## src/hdl/rrt_pkg.sv

```systemverilog
// Shared types, constants and character helpers for the reversed-radix
// text-to-binary converter. No dependencies.
`default_nettype none

package rrt_pkg;

  // Width of the running total and weight.
  localparam int unsigned VALUE_BITS = 32;
  // Fixed port widths.
  localparam int unsigned VALUE_W = 32;
  localparam int unsigned CH_W = 8;
  localparam int unsigned RADIX_W = 5;
  localparam int unsigned DIGIT_W = 5;

  localparam logic [RADIX_W-1:0] RADIX_RESET = RADIX_W'(16);
  localparam logic [RADIX_W-1:0] RADIX_MIN = RADIX_W'(2);
  localparam logic [RADIX_W-1:0] RADIX_MAX = RADIX_W'(16);

  localparam logic [DIGIT_W-1:0] NOT_A_DIGIT = DIGIT_W'(16);

  localparam logic [CH_W-1:0] CH_NEWLINE = 8'h0A;
  localparam logic [CH_W-1:0] CH_TAB = 8'h09;
  localparam logic [CH_W-1:0] CH_CR = 8'h0D;
  localparam logic [CH_W-1:0] CH_SPACE = 8'h20;
  localparam logic [CH_W-1:0] CH_ZERO = 8'h30;
  localparam logic [CH_W-1:0] CH_NINE = 8'h39;
  localparam logic [CH_W-1:0] CH_LOWER_A = 8'h61;
  localparam logic [CH_W-1:0] CH_LOWER_F = 8'h66;
  localparam logic [CH_W-1:0] CH_UPPER_A = 8'h41;
  localparam logic [CH_W-1:0] CH_UPPER_F = 8'h46;

  typedef enum logic [1:0] {
    KIND_BAD = 2'd0,
    KIND_OK  = 2'd1,
    KIND_ERR = 2'd2
  } kind_e;

  typedef struct packed {
    logic                valid;
    kind_e               kind;
    logic [CH_W-1:0]     bad_char;
    logic [VALUE_W-1:0]  value;
    logic                overflow;
  } res_t;

  function automatic logic [DIGIT_W-1:0] decode_digit(input logic [CH_W-1:0] c);
    logic [DIGIT_W-1:0] d;
    d = NOT_A_DIGIT;
    if (c inside {[CH_ZERO:CH_NINE]}) begin
      d = DIGIT_W'(c - CH_ZERO);
    end else if (c inside {[CH_LOWER_A:CH_LOWER_F]}) begin
      d = DIGIT_W'(c - CH_LOWER_A) + DIGIT_W'(10);
    end else if (c inside {[CH_UPPER_A:CH_UPPER_F]}) begin
      d = DIGIT_W'(c - CH_UPPER_A) + DIGIT_W'(10);
    end
    return d;
  endfunction

  function automatic logic is_space(input logic [CH_W-1:0] c);
    return (c == CH_SPACE) || (c inside {[CH_TAB:CH_CR]});
  endfunction

  // Out-of-range radix values are pinned to the nearest legal base.
  function automatic logic [RADIX_W-1:0] clamp_base(input logic [RADIX_W-1:0] r);
    logic [RADIX_W-1:0] b;
    b = r;
    if (r < RADIX_MIN) begin
      b = RADIX_MIN;
    end else if (r > RADIX_MAX) begin
      b = RADIX_MAX;
    end
    return b;
  endfunction

endpackage

`default_nettype wire

```

## src/hdl/rrt_core.sv

```systemverilog
// Number state and per-character update for the converter: decodes one
// character, forms the report word and advances total and weight. Uses rrt_pkg.
`default_nettype none

module rrt_core
  import rrt_pkg::*;
(
  input  wire logic               clk_i,
  input  wire logic               rst_ni,
  input  wire logic               fire_i,
  input  wire logic [CH_W-1:0]    ch_i,
  input  wire logic [RADIX_W-1:0] radix_i,
  output res_t                    res_o
);

  logic                  started_q, started_d;
  logic [VALUE_BITS-1:0] weight_q, weight_d;
  logic                  wh_q, wh_d;
  logic [VALUE_BITS-1:0] total_q, total_d;
  logic                  err_q, err_d;
  logic                  ovf_q, ovf_d;

  logic [RADIX_W-1:0]    base;
  logic [DIGIT_W-1:0]    digit;
  logic                  skip;
  logic                  newline;
  logic                  bad;
  logic [VALUE_BITS+3:0] prod_full;
  logic [VALUE_BITS+4:0] wprod_full;
  logic [VALUE_BITS:0]   sum;

  always_comb begin
    base       = clamp_base(radix_i);
    digit      = decode_digit(ch_i);
    skip       = !started_q && is_space(ch_i);
    newline    = (ch_i == CH_NEWLINE);
    bad        = !newline && (digit >= DIGIT_W'(base));
    prod_full  = (VALUE_BITS+4)'(weight_q) * (VALUE_BITS+4)'(digit[3:0]);
    wprod_full = (VALUE_BITS+5)'(weight_q) * (VALUE_BITS+5)'(base);
    sum        = {1'b0, total_q} + {1'b0, prod_full[VALUE_BITS-1:0]};
  end

  always_comb begin
    res_o.valid    = !skip && (newline || bad);
    res_o.kind     = KIND_BAD;
    res_o.bad_char = '0;
    res_o.value    = '0;
    res_o.overflow = 1'b0;
    if (newline) begin
      res_o.kind     = err_q ? KIND_ERR : KIND_OK;
      res_o.value    = err_q ? '0 : VALUE_W'(total_q);
      res_o.overflow = ovf_q;
    end else begin
      res_o.bad_char = ch_i;
    end
  end

  always_comb begin
    started_d = started_q;
    weight_d  = weight_q;
    wh_d      = wh_q;
    total_d   = total_q;
    err_d     = err_q;
    ovf_d     = ovf_q;
    if (fire_i && !skip) begin
      started_d = 1'b1;
      if (newline) begin
        started_d = 1'b0;
        weight_d  = VALUE_BITS'(1);
        wh_d      = 1'b0;
        total_d   = '0;
        err_d     = 1'b0;
        ovf_d     = 1'b0;
      end else if (bad) begin
        err_d = 1'b1;
      end else begin
        if (digit != '0) begin
          total_d = sum[VALUE_BITS-1:0];
          if (wh_q || (|prod_full[VALUE_BITS+3:VALUE_BITS]) || sum[VALUE_BITS]) begin
            ovf_d = 1'b1;
          end
        end
        weight_d = wprod_full[VALUE_BITS-1:0];
        if (|wprod_full[VALUE_BITS+4:VALUE_BITS]) begin
          wh_d = 1'b1;
        end
      end
    end
  end

  always_ff @(posedge clk_i or negedge rst_ni) begin
    if (!rst_ni) begin
      started_q <= 1'b0;
      weight_q  <= VALUE_BITS'(1);
      wh_q      <= 1'b0;
      total_q   <= '0;
      err_q     <= 1'b0;
      ovf_q     <= 1'b0;
    end else begin
      started_q <= started_d;
      weight_q  <= weight_d;
      wh_q      <= wh_d;
      total_q   <= total_d;
      err_q     <= err_d;
      ovf_q     <= ovf_d;
    end
  end

`ifndef NO_ASSERTIONS
  // While skipping leading whitespace the number state must be clean.
  a_idle_clean: assert property (@(posedge clk_i) disable iff (!rst_ni)
    !started_q |-> (weight_q == VALUE_BITS'(1) && total_q == '0 && !err_q && !ovf_q && !wh_q))
    else $error("number state not clean before start");

  // A consumed newline of a started number ends it.
  a_newline_ends: assert property (@(posedge clk_i) disable iff (!rst_ni)
    (fire_i && started_q && newline) |=> !started_q)
    else $error("newline did not end the number");

  // A bad-digit report leaves the number marked erroneous.
  a_bad_marks: assert property (@(posedge clk_i) disable iff (!rst_ni)
    (fire_i && res_o.valid && res_o.kind == KIND_BAD) |=> err_q)
    else $error("bad digit did not set the error flag");

  // The weight-high flag is sticky until the number ends.
  a_wh_sticky: assert property (@(posedge clk_i) disable iff (!rst_ni)
    (wh_q && !(fire_i && newline)) |=> wh_q)
    else $error("weight-high flag dropped inside a number");
`endif

endmodule

`default_nettype wire

```

## src/hdl/reversed_radix_text_to_binary.sv

```systemverilog
// Top level of the reversed-radix text-to-binary converter: input register,
// radix register and result register around rrt_core. Uses rrt_pkg.
`default_nettype none

// Usage
// The input channel (valid_i, stall_o, ch_i) carries one ASCII character per
// word, least significant digit first; a newline ends the number. A word is
// taken at a rising edge with valid_i high and stall_o low.
// The output channel (valid_o, stall_i and the four result ports) carries one
// word per bad digit and one per finished number; whitespace before a number
// and accepted digits give no output word.
// The radix is written with radix_we_i / radix_i while the block is idle;
// values below 2 act as 2 and values above 16 act as 16.
// A character sits in the input register, where the decode, the
// digit-times-weight and weight-times-base products and the total update
// are done; its result word is then registered in the result register,
// which drives valid_o.
// Throughput is one character per cycle while stall_o is low; the number
// state is updated from the input register as each character leaves it.
// When the receiver stalls, the result register holds its word; characters that
// give no result still drain, and the input register stalls only when it holds
// a character that needs the occupied result register.
// Reset clears the number state, empties both registers and sets the radix to 16.

module reversed_radix_text_to_binary
  import rrt_pkg::*;
(
  input  wire logic               clk_i,
  input  wire logic               rst_ni,
  input  wire logic               radix_we_i,
  input  wire logic [RADIX_W-1:0] radix_i,
  input  wire logic               valid_i,
  output      logic               stall_o,
  input  wire logic [CH_W-1:0]    ch_i,
  output      logic               valid_o,
  input  wire logic               stall_i,
  output      logic [1:0]         report_kind_o,
  output      logic [CH_W-1:0]    bad_char_o,
  output      logic [VALUE_W-1:0] value_o,
  output      logic               overflow_o
);

  logic [RADIX_W-1:0] radix_q;
  logic               in_valid_q, in_valid_d;
  logic [CH_W-1:0]    ch_q;
  logic               out_valid_q, out_valid_d;
  res_t               res_q;
  res_t               res;
  logic               out_free;
  logic               core_fire;
  logic               in_accept;

  rrt_core u_core (
    .clk_i   (clk_i),
    .rst_ni  (rst_ni),
    .fire_i  (core_fire),
    .ch_i    (ch_q),
    .radix_i (radix_q),
    .res_o   (res)
  );

  // A character leaves the input register when it gives no word or when the
  // result register is free in this cycle.
  always_comb begin
    out_free    = !out_valid_q || !stall_i;
    core_fire   = in_valid_q && (!res.valid || out_free);
    stall_o     = in_valid_q && !core_fire;
    in_accept   = valid_i && !stall_o;
    in_valid_d  = in_accept || (in_valid_q && !core_fire);
    out_valid_d = (core_fire && res.valid) || (out_valid_q && stall_i);
  end

  always_ff @(posedge clk_i or negedge rst_ni) begin
    if (!rst_ni) begin
      radix_q     <= RADIX_RESET;
      in_valid_q  <= 1'b0;
      out_valid_q <= 1'b0;
    end else begin
      if (radix_we_i) begin
        radix_q <= radix_i;
      end
      in_valid_q  <= in_valid_d;
      out_valid_q <= out_valid_d;
    end
  end

  always_ff @(posedge clk_i) begin
    if (in_accept) begin
      ch_q <= ch_i;
    end
    if (core_fire && res.valid) begin
      res_q <= res;
    end
  end

  assign valid_o       = out_valid_q;
  assign report_kind_o = res_q.kind;
  assign bad_char_o    = res_q.bad_char;
  assign value_o       = res_q.value;
  assign overflow_o    = res_q.overflow;

endmodule

`default_nettype wire
```

## config.mk

```make
export PLATFORM = sky130hd
export DESIGN_NAME = reversed_radix_text_to_binary
export DESIGN_NICKNAME = d
export VERILOG_FILES = /design/src/hdl/rrt_pkg.sv /design/src/hdl/rrt_core.sv /design/src/hdl/reversed_radix_text_to_binary.sv
export SDC_FILE = /design/constraint.sdc
export NUM_CORES = 1
export LEC_CHECK = 0
export ABC_AREA = 0
export CAP_MARGIN = 10
export CORE_MARGIN = 2
export CORE_UTILIZATION = 59
export DETAILED_ROUTE_END_ITERATION = 7
export DONT_BUFFER_PORTS = 1
export PLACE_DENSITY = 0.81
export SETUP_SLACK_MARGIN = 0.02
export SYNTH_ARGS = -nofsm -noshare
export SYNTH_HDL_FRONTEND = slang
export SYNTH_SLANG_ARGS = --single-unit
```

## constraint.sdc

```tcl
create_clock -name clk_i -period 6.4 [get_ports clk_i]
set_input_delay 1.28 -clock clk_i [delete_from_list [all_inputs] [get_ports clk_i]]
set_output_delay 1.28 -clock clk_i [all_outputs]
set_load 0.02 [all_outputs]
```

==> results of run 1 <==
==> per-stage QoR <==
stage / worst slack [ps] / cell area [sq um]
3_3_place_gp: -311.8 / 16840
4_1_cts: -176.3 / 17630
3_5_place_dp: -381.2 / 16840
2_1_floorplan: -213.8 / 15820
5_1_grt: -552.5 / 17980
6_report: -271.7 / 17980
==> what timing repair did <==
item	CTS	global route
resized for setup	40	67
hold buffers	0	0
pin swaps	21	46
setup buffers	9	11
endpoints found under the setup margin	13	18
==> registers in the layout, indices dropped and copies added, names as in the netlist, 2 cells and up <==
register,cells
bad_char_o,8
ch_q,8
radix_q,5
report_kind_o,2
u_core.total_q,32
u_core.weight_q,32
value_o,32
==> how the worst max path moves through the flow <==
stage,from,endpoint,slack (ps),cells after the start
after CTS,ch_q[4],u_core.total_q[31],-180,28
after global placement,ch_q[4],u_core.total_q[28],-310,25
after detailed placement,ch_q[4],u_core.total_q[28],-380,27
after global routing,ch_q[4],u_core.total_q[31],-550,30
final,ch_q[0],u_core.total_q[31],-270,30
after floorplan,ch_q[3],u_core.total_q[31],-210,29
==> routing by layer <==
metal	vias up	share of wire	track usage
met5	-	0	0
met1	6418	0.44	0.3740
met2	409	0.49	0.4640
met3	79	0.048	0.03711
met4	0	0.022	0.07486
li1	6125	-	-
==> area by class of cell <==
class,instances,share of cell area
Clock buffer,17,0.02366
Clock inverter,15,0.007724
Timing Repair Buffer,158,0.06889
Multi-Input combinational cell,1340,0.6414
Tap cell,335,0.02331
Sequential cell,126,0.1897
Inverter,217,0.04530
==> cells in the mapped netlist, types with 49 or more instances <==
cell,instances,area share
clkbuf_1,70,0.017
dfrtp_1,73,0.12
xnor2_1,55,0.031
ha_1,127,0.10
fa_1,151,0.19
edfxtp_1,51,0.097
o21ai_0,49,0.016
nor2_1,66,0.016
inv_1,217,0.052
and2_1,191,0.076
nand2_1,231,0.055
a21oi_1,107,0.034
==> cells by family after synthesis <==
| group | after synthesis |
|---|---|
| AND/OR/NAND/NOR | 597 |
| flip-flops | 126 |
| buffers and inverters | 320 |
| AO/OA/AOI/OAI | 376 |
| adder cells (fa/ha/maj) | 278 |
| multiplexers | 11 |
| XOR/XNOR | 78 |
==> power by group <==
part / total, uW / switching, uW / leakage, uW / internal (uW)
clock: 945 / 406 / 0.000270 / 539
sequential: 1440 / 388 / 0.00145 / 1050
combinational: 2650 / 1490 / 0.00708 / 1150
==> summary.txt, run 1 <==
Finish
  – Area of the multi-input gates: between 10,000 and 15,000 sq um
  – Final Non-Filler Cells: 2,208
  – Nets@finish: 2,156
  – Commonest cells after routing, fill and taps aside: 228 x nand2_1, 199 x inv_1, 181 x and2_1, 151 x buf_4, 148 x fa_1
  – FF+latch area: 3411 sq um
  – # fillers: 1,848
  – Layout cell share with drive strength beyond 1: 0.1676
  – ANT cells: 0
  – Final core occ: 0.6881
  – Commonest non-fill, non-tap cell in the layout: nand2_1
  – Area delta synth->final: 14.40%

Drt
  – WL per Instance: between 15 and 20 um
  – DR vias/cell: slightly below 6
  – Vias post-DR: roughly 13k
  – Routed Antenna Nets: 0
  – Total routed wirelength: around 38,000 um
  – First-pass DRT Iterations: 8
  – DRC viols: 5
  – Initial DRC Count: 1,133

Yosys
  – Syn. warnings: 0
  – Post-synth EDFFs: 51
  – Xor-xnor portion of the synthesized cell area: 0.04346
  – Post-synthesis mux area share: 0.008279
  – FFs w/ async S/R, synth: 0.5952
  – Synth unique cells: 79
  – Syn Nets: 2,082
  – Sequential share of the synthesized area: 0.2170
  – Syn Inst Count: 1,786
  – Ys flop type: dfrtp_1
  – Simple-Gate Fraction of Synth Area: 0.1904
  – Syn_area_per_cell: roughly 9 sq um
  – Seq cells post-synth: 126
  – Compound-Gate Fraction of Synth Area: 0.1688
  – Synthesized area: around 16,000 sq um
  – Largest family of logic cells by synthesized area: adder cells
  – Adder-cell area share of the yosys netlist: 0.2934

Status
  – Failing checks: design-rule violations, negative setup slack
  – Status: complete, but fails checks

Setup path
  – Top Family by Delay on Critical Path: compound AO/OA/AOI/OAI gates
  – Crit-path max FO: 8
  – Worst reg2reg path depth: 30
  – CP Launch Type: register
  – Bufs and invs on worst path: 7
  – Worst r2r dst: u_core.total_q[31]
  – Worst setup EP type: register
  – Crit path required time: between 6000 and 7000 ps
  – FF-to-FF Start: ch_q[0]
  – Crit path largest cell delay: 570 ps
  – Critical Path Most Common Cell: buf_4
  – Critical path data arrival time: 7000 ps
  – Worst Path Class, Setup: register to register
  – Reg2Reg Setup Slack: -270 ps
  – Max stage delay cell, worst path: fa_1

Floorplan
  – Initial core utilization: 0.6015
  – Die ar.: around 28,000 sq um
  – Core Rows: 59
  – Core area: 26,130 sq um
  – Die Span X: 167.2 um
  – Die Span Y: 167.2 um
  – Io pins: 63

Timing
  – Worst clock skew: 11.81 ps
  – Fin. max-slew vios: 0
  – Final cycle utilization of the critical path: 1.042
  – Fin. Hold Viols: 0
  – Rel. slew slack: 0.2456
  – RSZ-0062 raised after global routing: yes
  – Max Fclk: between 100 and 150 MHz
  – Worst-Margin Slew: roughly 1100 ps
  – Final setup viols: 11
  – Fin Setup TNS: -2131 ps
  – Final setup margin: -271.7 ps
  – Minimum clock period: ~6700 ps
  – Hold slack final: 529.3 ps

Placed design
  – DP Cell Count: 2,156
  – GP Congestion: 0.9378
  – DPL Wire Length: 27,660 um
  – PortBufs: 0

Clocking
  – Clock latency on the worst-skew pair: 440 ps
  – H-tree depth: 4
  – Clk sinks: 126
  – TritonCTS buffer count: 17
  – Reg clk slew, reported paths: around 70 ps
  – Root buf cell: clkbuf_16
  – CTS tree: built
  – Bufs on Longest Clock Path: 2

Global routing
  – GRT overflow: 0
  – First-pass GRT wire length: 64,050 um
  – Initial antenna violation count: 0
  – Pin count of the biggest net entering global routing: 76
  – Vias in the first global route: roughly 13k
  – GRT Util Overall: 0.2745

Power and ir drop
  – Peak VDD IR: 214.1 uV
  – Power per Cell Area: 279.5 nW/um^2
  – Pleak: between 0.008 and 0.009 uW
  – Power, Total: 5025 uW

Run
  – Max Cap Viol: 0

Min path
  – Worst hold-check path type: primary input to asynchronous set/reset pin
No activity file was read; power rests on OpenSTA's default activity.
==> run 2: changes to the inputs <==
- CORE_MARGIN: 2 -> 3
- PLACE_DENSITY: 0.81 -> 0.79
==> summary.txt, run 2 (same netlist as run 1, synthesis figures left out) <==
Status
  – Status: complete, but fails checks (unchanged)
  – Failing checks: negative setup slack (was design-rule violations, negative setup slack)

Global routing
  – Initial antenna violation count: 0 (unchanged)
  – Vias in the first global route: 13.02k (was 13.30k)
  – GRT Util Overall: 0.2667 (was 0.2745)
  – Met2 global-route usage: 0.4548 (was 0.4640)
  – Met3 Use GR: 0.03587 (was 0.03711)
  – M1 GR Usage: 0.3628 (was 0.3740)
  – Pin count of the biggest net entering global routing: 76 (unchanged)
  – Grt peak-use layer: met2 (unchanged)
  – GRT overflow: 0 (unchanged)
  – First-pass GRT wire length: 63,160 um (was 64,050 um)

Drt
  – Routed Antenna Nets: 0 (unchanged)
  – Vias post-DR: 12.92k (was 13.03k)
  – DR vias/cell: 5.827 (was 5.902)
  – DRC viols: 0 (was 5)
  – WL per Instance: 17.20 um (was 17.07 um)
  – First-pass DRT Iterations: 5 (was 8)
  – Total routed wirelength: 38,140 um (was 37,680 um)
  – Initial DRC Count: 960 (was 1,133)

Clocking
  – Clk sinks: 126 (unchanged)
  – Bufs on Longest Clock Path: 2 (unchanged)
  – # hold bufs at CTS: 0 (unchanged)
  – CTS tree: built (unchanged)
  – TritonCTS buffer count: 17 (unchanged)
  – H-tree depth: 4 (unchanged)
  – Clock latency on the worst-skew pair: 440 ps (about the same)
  – Reg clk slew, reported paths: 70 ps (about the same)
  – Root buf cell: clkbuf_16 (unchanged)

Placed design
  – PortBufs: 0 (unchanged)
  – DP Cell Count: 2,163 (was 2,156)
  – Place WS: -569.6 ps (was -381.2 ps)
  – DPL Wire Length: 27,730 um (was 27,660 um)
  – GP Congestion: 0.9243 (was 0.9378)

Floorplan
  – Core Rows: 59 (unchanged)
  – Core area: 26,130 sq um (unchanged)
  – Die Span Y: 169.2 um (was 167.2 um)
  – Initial core utilization: 0.6015 (unchanged)
  – Die Span X: 169.2 um (was 167.2 um)
  – Io pins: 63 (unchanged)
  – Die ar.: 28,630 sq um (was 27,960 sq um)

Power and ir drop
  – Power, Total: 5171 uW (was 5025 uW)
  – Power per Cell Area: 287.0 nW/um^2 (was 279.5 nW/um^2)
  – Gate power share: 0.522 (was 0.526)
  – Flop pwr share: 0.277 (was 0.286)
  – Pleak: 0.008839 uW (was 0.008803 uW)
  – Peak VDD IR: 193.3 uV (was 214.1 uV)
  – Clock power frac: 0.200 (was 0.188)
  – Switching part of the total power: 0.4533 (was 0.4549)
  – Switching pwr: 2344 uW (was 2286 uW)
  – Internal power: 2827 uW (was 2739 uW)

Setup path
  – Bufs and invs on worst path: 2 (was 7)
  – Max stage delay cell, worst path: or4b_4 (was fa_1)
  – Top Family by Delay on Critical Path: compound AO/OA/AOI/OAI gates (unchanged)
  – CP Launch Type: register (unchanged)
  – Crit-path max FO: 5 (was 8)
  – Critical path data arrival time: 7020 ps (was 7000 ps)
  – Worst Path Class, Setup: register to register (unchanged)
  – Worst setup EP type: register (unchanged)
  – Crit path required time: 6720 ps (about the same)
  – Crit path largest cell delay: 560 ps (was 570 ps)

Timing
  – Max Fclk: 149.1 MHz (was 149.9 MHz)
  – RSZ-0062 raised after global routing: yes (unchanged)
  – Fin. max-slew vios: 0 (unchanged)
  – Final setup margin: -305.7 ps (was -271.7 ps)
  – Worst clock skew: 13.79 ps (was 11.81 ps)
  – Minimum clock period: 6706 ps (was 6672 ps)
  – Final setup viols: 11 (unchanged)
  – Fin. Hold Viols: 0 (unchanged)
  – Final cycle utilization of the critical path: 1.048 (was 1.042)
  – Rel. slew slack: 0.4038 (was 0.2456)
  – Worst-Margin Slew: 892.4 ps (was 1132 ps)

Finish
  – Area delta synth->final: 14.62% (was 14.40%)
  – # fillers: 1,933 (was 1,848)
  – Area of the multi-input gates: 11,470 sq um (was 11,530 sq um)
  – Commonest non-fill, non-tap cell in the layout: nand2_1 (unchanged)
  – ANT cells: 0 (unchanged)
  – Nets@finish: 2,165 (was 2,156)
  – Commonest cells after routing, fill and taps aside: 228 x nand2_1, 210 x inv_1, 188 x and2_1, 159 x buf_4, 149 x fa_1 (was 228 x nand2_1, 199 x inv_1, 181 x and2_1, 151 x buf_4, 148 x fa_1)
  – Layout cell share with drive strength beyond 1: 0.1599 (was 0.1676)
  – Final core occ: 0.6894 (was 0.6881)
  – Final Non-Filler Cells: 2,217 (was 2,208)
  – FF+latch area: 3411 sq um (unchanged)

Min path
  – Worst hold-check path type: primary input to asynchronous set/reset pin (unchanged)

Run
  – Max Cap Viol: 0 (unchanged)
## run 2: cell types whose count changed in the layout (fill, tap and decap cells not counted), moves of 3 or more
cell     delta
inv_1      +11
buf_6       +3
inv_2      -11
nor2b_2     +3
and2_4      -7
buf_12      -3
buf_4       +8
and2_1      +7
a21oi_1     +3
inv_6       +3
## run 2: per-layer routing
metal / part of all wire / vias to the layer above
met2: 0.49 / 386
li1: - / 6140
met1: 0.44 / 6335
met4: 0.019 / 0
met5: 0 / -
met3: 0.051 / 58
## run 2: stage by stage
stage,cell area [sq um],hold slack (ps),TNS [ps]
2_1_floorplan,15820,469.7,-414.4
3_5_place_dp,16880,504.2,-3974
3_3_place_gp,16880,499.4,-2560
6_report,18010,525.2,-2405
5_1_grt,18010,518.2,-5837
4_1_cts,17810,518.3,-464.9
## run 2: what timing repair did
item | CTS | global route
pin swaps | 46 | 35
endpoints found under the setup margin | 13 | 16
buffers inserted | 12 | 9
cloned | 1 | 0
gates resized for setup | 53 | 31
## run 2: power by group through the flow
stage               registers, uW  clock network (uW)  logic [uW]
floorplan                    1170                   0        2070
global placement             1410                   0        2440
detailed placement           1420                   0        2530
CTS                          1410                1040        2610
global route                 1460                1080        3010
finish                       1430                1040        2700
## run 2: area by class of cell
class,count,share of cell area
multi-input combinational,1340,0.6367
sequential,126,0.1893
timing repair buffer,167,0.07147
inverter,217,0.04521
clock buffer,18,0.02438
tap,335,0.02327
clock inverter,14,0.009654
## run 2: path summary, 6_finish.rpt
path	startpoint	to	slack, ps	depth (start not counted)
setup reg to reg	ch_q[4]	u_core.total_q[24]	-310	26
setup / recovery	ch_q[4]	u_core.total_q[24]	-310	26
hold / removal	rst_ni	u_core.ovf_q	530	0
max in group asynchronous	rst_ni	radix_q[4]	5620	0
hold reg to reg	u_core.total_q[2]	u_core.total_q[2]	530	2
min in group clk_i	u_core.total_q[2]	u_core.total_q[2]	530	2
==> run 3: changes to the inputs <==
- GPL_TIMING_DRIVEN: default -> 0
==> summary.txt, run 3 (same netlist as run 1, synthesis figures left out) <==
Setup path
  – Worst r2r dst: u_core.total_q[31] (was u_core.total_q[24])
  – Worst Path Class, Setup: register to register (unchanged)
  – Worst reg2reg path depth: 29 (was 26)
  – Crit path required time: 6720 ps (about the same)
  – Critical path data arrival time: 7510 ps (was 7020 ps)
  – Reg2Reg Setup Slack: -790 ps (was -310 ps)
  – Critical Path Most Common Cell: buf_4
  – FF-to-FF Start: ch_q[7] (was ch_q[4])
  – Max stage delay cell, worst path: fa_1 (was or4b_4)
  – CP Launch Type: register (unchanged)
  – Crit path largest cell delay: 560 ps (about the same)
  – Worst setup EP type: register (unchanged)
  – Crit-path max FO: 5 (unchanged)

Timing
  – Fin. max-slew vios: 0 (unchanged)
  – Worst-Margin Slew: 916.1 ps (was 892.4 ps)
  – RSZ-0062 raised after global routing: yes (unchanged)
  – Max Fclk: 139.1 MHz (was 149.1 MHz)
  – Final setup margin: -791.4 ps (was -305.7 ps)
  – Minimum clock period: 7191 ps (was 6706 ps)
  – Final cycle utilization of the critical path: 1.124 (was 1.048)
  – Hold slack final: 508.5 ps (was 525.2 ps)
  – Final setup viols: 15 (was 11)
  – Worst clock skew: 15.40 ps (was 13.79 ps)
  – Fin. Hold Viols: 0 (unchanged)
  – Rel. slew slack: 0.3893 (was 0.4038)

Power and ir drop
  – Peak VDD IR: 214.8 uV (was 193.3 uV)
  – Power per Cell Area: 284.2 nW/um^2 (was 287.0 nW/um^2)
  – Switching pwr: 2372 uW (was 2344 uW)
  – Switching part of the total power: 0.4644 (was 0.4533)
  – Pleak: 0.008533 uW (was 0.008839 uW)
  – Internal power: 2735 uW (was 2827 uW)
  – Flop pwr share: 0.238 (was 0.277)
  – Clock power frac: 0.195 (was 0.200)
  – Gate power share: 0.567 (was 0.522)

Finish
  – Area delta synth->final: 14.31% (was 14.62%)
  – FF+latch area: 3411 sq um (unchanged)
  – ANT cells: 0 (unchanged)
  – # fillers: 1,957 (was 1,933)
  – Commonest cells after routing, fill and taps aside: 226 x nand2_1, 212 x inv_1, 188 x and2_1, 149 x fa_1, 109 x ha_1 (was 228 x nand2_1, 210 x inv_1, 188 x and2_1, 159 x buf_4, 149 x fa_1)
  – Commonest non-fill, non-tap cell in the layout: nand2_1 (unchanged)
  – Area of the multi-input gates: 11,660 sq um (was 11,470 sq um)
  – Layout cell share with drive strength beyond 1: 0.1273 (was 0.1599)
  – Nets@finish: 2,168 (was 2,165)

Clocking
  – Clock latency on the worst-skew pair: 440 ps (about the same)
  – Reg clk slew, reported paths: 60 ps (was 70 ps)
  – Root buf cell: clkbuf_16 (unchanged)
  – TritonCTS buffer count: 17 (unchanged)
  – CTS tree: built (unchanged)
  – H-tree depth: 4 (unchanged)
  – Clk sinks: 126 (unchanged)
  – Bufs on Longest Clock Path: 2 (unchanged)

Drt
  – First-pass DRT Iterations: 8 (was 5)
  – Total routed wirelength: 42,900 um (was 38,140 um)
  – M1 wire length: 17,600 um (was 16,710 um)
  – Initial DRC Count: 1,311 (was 960)
  – WL per Instance: 19.32 um (was 17.20 um)
  – Routed Antenna Nets: 0 (unchanged)
  – DR WL met3: 2827 um (was 1944 um)
  – DRC viols: 0 (unchanged)
  – Vias post-DR: 13.51k (was 12.92k)
  – Met2 wire len: 19,910 um (was 18,750 um)
  – DR vias/cell: 6.086 (was 5.827)
  – Top layer in use: met4 (unchanged)

Placed design
  – DPL Wire Length: 29,820 um (was 27,730 um)
  – Place WS: -1250 ps (was -569.6 ps)
  – PortBufs: 0 (unchanged)
  – GP Congestion: 0.9350 (was 0.9243)

Status
  – Failing checks: negative setup slack (unchanged)
  – Status: complete, but fails checks (unchanged)

Min path
  – Hold Path Stages: 1
  – Hold worst-path end: radix_q[0]
  – Worst hold-check path type: register to register (was primary input to asynchronous set/reset pin)
  – HP Start: radix_q[0]

Floorplan
  – Initial core utilization: 0.6015 (unchanged)
  – Die ar.: 28,630 sq um (unchanged)
  – Die Span X: 169.2 um (unchanged)
  – Core area: 26,130 sq um (unchanged)
  – Io pins: 63 (unchanged)
  – Die Span Y: 169.2 um (unchanged)
  – Core Rows: 59 (unchanged)

Global routing
  – GRT overflow: 0 (unchanged)
  – Pin count of the biggest net entering global routing: 76 (unchanged)
  – Initial antenna violation count: 0 (unchanged)
  – First-pass GRT wire length: 68,390 um (was 63,160 um)
  – GRT Util Overall: 0.2955 (was 0.2667)
  – Vias in the first global route: 13.76k (was 13.02k)

Run
  – Max Cap Viol: 0 (unchanged)
-- run 3: cell count changes in the layout (fill, tap and decap cells not counted), moves of 6 or more --
| cell | previous run | this run |
|---|---|---|
| a21oi_1 | 97 | 90 |
| buf_1 | 0 | 25 |
| buf_4 | 159 | 62 |
| clkbuf_1 | 0 | 56 |
| clkbuf_2 | 0 | 6 |
| ha_1 | 118 | 109 |
| ha_2 | 0 | 6 |
-- run 3: area by class of cell --
type | instances | area share
Buffer | 102 | 0.02974
Multi-Input combinational cell | 1340 | 0.6488
Clock buffer | 22 | 0.02702
Inverter | 217 | 0.04533
Tap cell | 335 | 0.02333
Sequential cell | 126 | 0.1898
Timing Repair Buffer | 68 | 0.03015
Clock inverter | 10 | 0.005780
-- run 3: layer usage --
layer  track usage  vias to the layer above
met5             0                        -
met4        0.1462                        0
met3       0.04449                      175
met2        0.4910                      644
met1        0.3802                     6554
li1              -                     6137
-- run 3: worst max path at each step --
stage / cells past startpoint / slack (ps) / end / startpoint
floorplan: 29 / -210 / u_core.total_q[31] / ch_q[3]
detailed placement: 27 / -1250 / u_core.total_q[31] / ch_q[0]
finish: 29 / -790 / u_core.total_q[31] / ch_q[7]
global placement: 25 / -1130 / u_core.total_q[31] / ch_q[0]
CTS: 29 / -540 / u_core.total_q[31] / ch_q[7]
global route: 30 / -930 / u_core.total_q[31] / ch_q[3]
-- run 3: timing repair --
| item | in CTS | in global routing |
|---|---|---|
| endpoints found under the hold margin | 0 | 0 |
| gates resized for setup | 79 | 72 |
| hold buffers | 0 | 0 |
| endpoints found under the setup margin | 23 | 26 |
| pin swaps | 32 | 48 |
| setup buffers | 51 | 17 |
-- run 3: metrics by stage --
stage,TNS [ps],util,cells,total power (uW),instance area (sq um)
after floorplan,-414.4,-,1786,3242,15820
after global placement,-11760,0.6212,2121,3777,16230
after detailed placement,-14520,0.6212,2121,3868,16230
after CTS,-3030,0.6713,2203,4953,17540
after global routing,-10800,0.6875,2220,5486,17970
final,-7157,0.6875,2220,5107,17970
-- run 3: worst max-delay path: cells and delay by family, from the launching register on --
family,cells,cell delay (ps)
AOI/OAI and AO/OA,8,2000
xor gates and xnor gates,2,210
adders and majority gates,4,1700
buffers and inverters,8,930
DFF,1,410
muxes,1,200
and+or+nand+nor,6,1630
-- run 3: power by group through the flow --
stage          clock network (uW)  registers (uW)  logic, uW
2_1_floorplan                   0            1170       2070
3_3_place_gp                    0            1210       2570
3_5_place_dp                    0            1220       2650
4_1_cts                       988            1200       2760
5_1_grt                      1030            1230       3230
6_report                      993            1220       2900
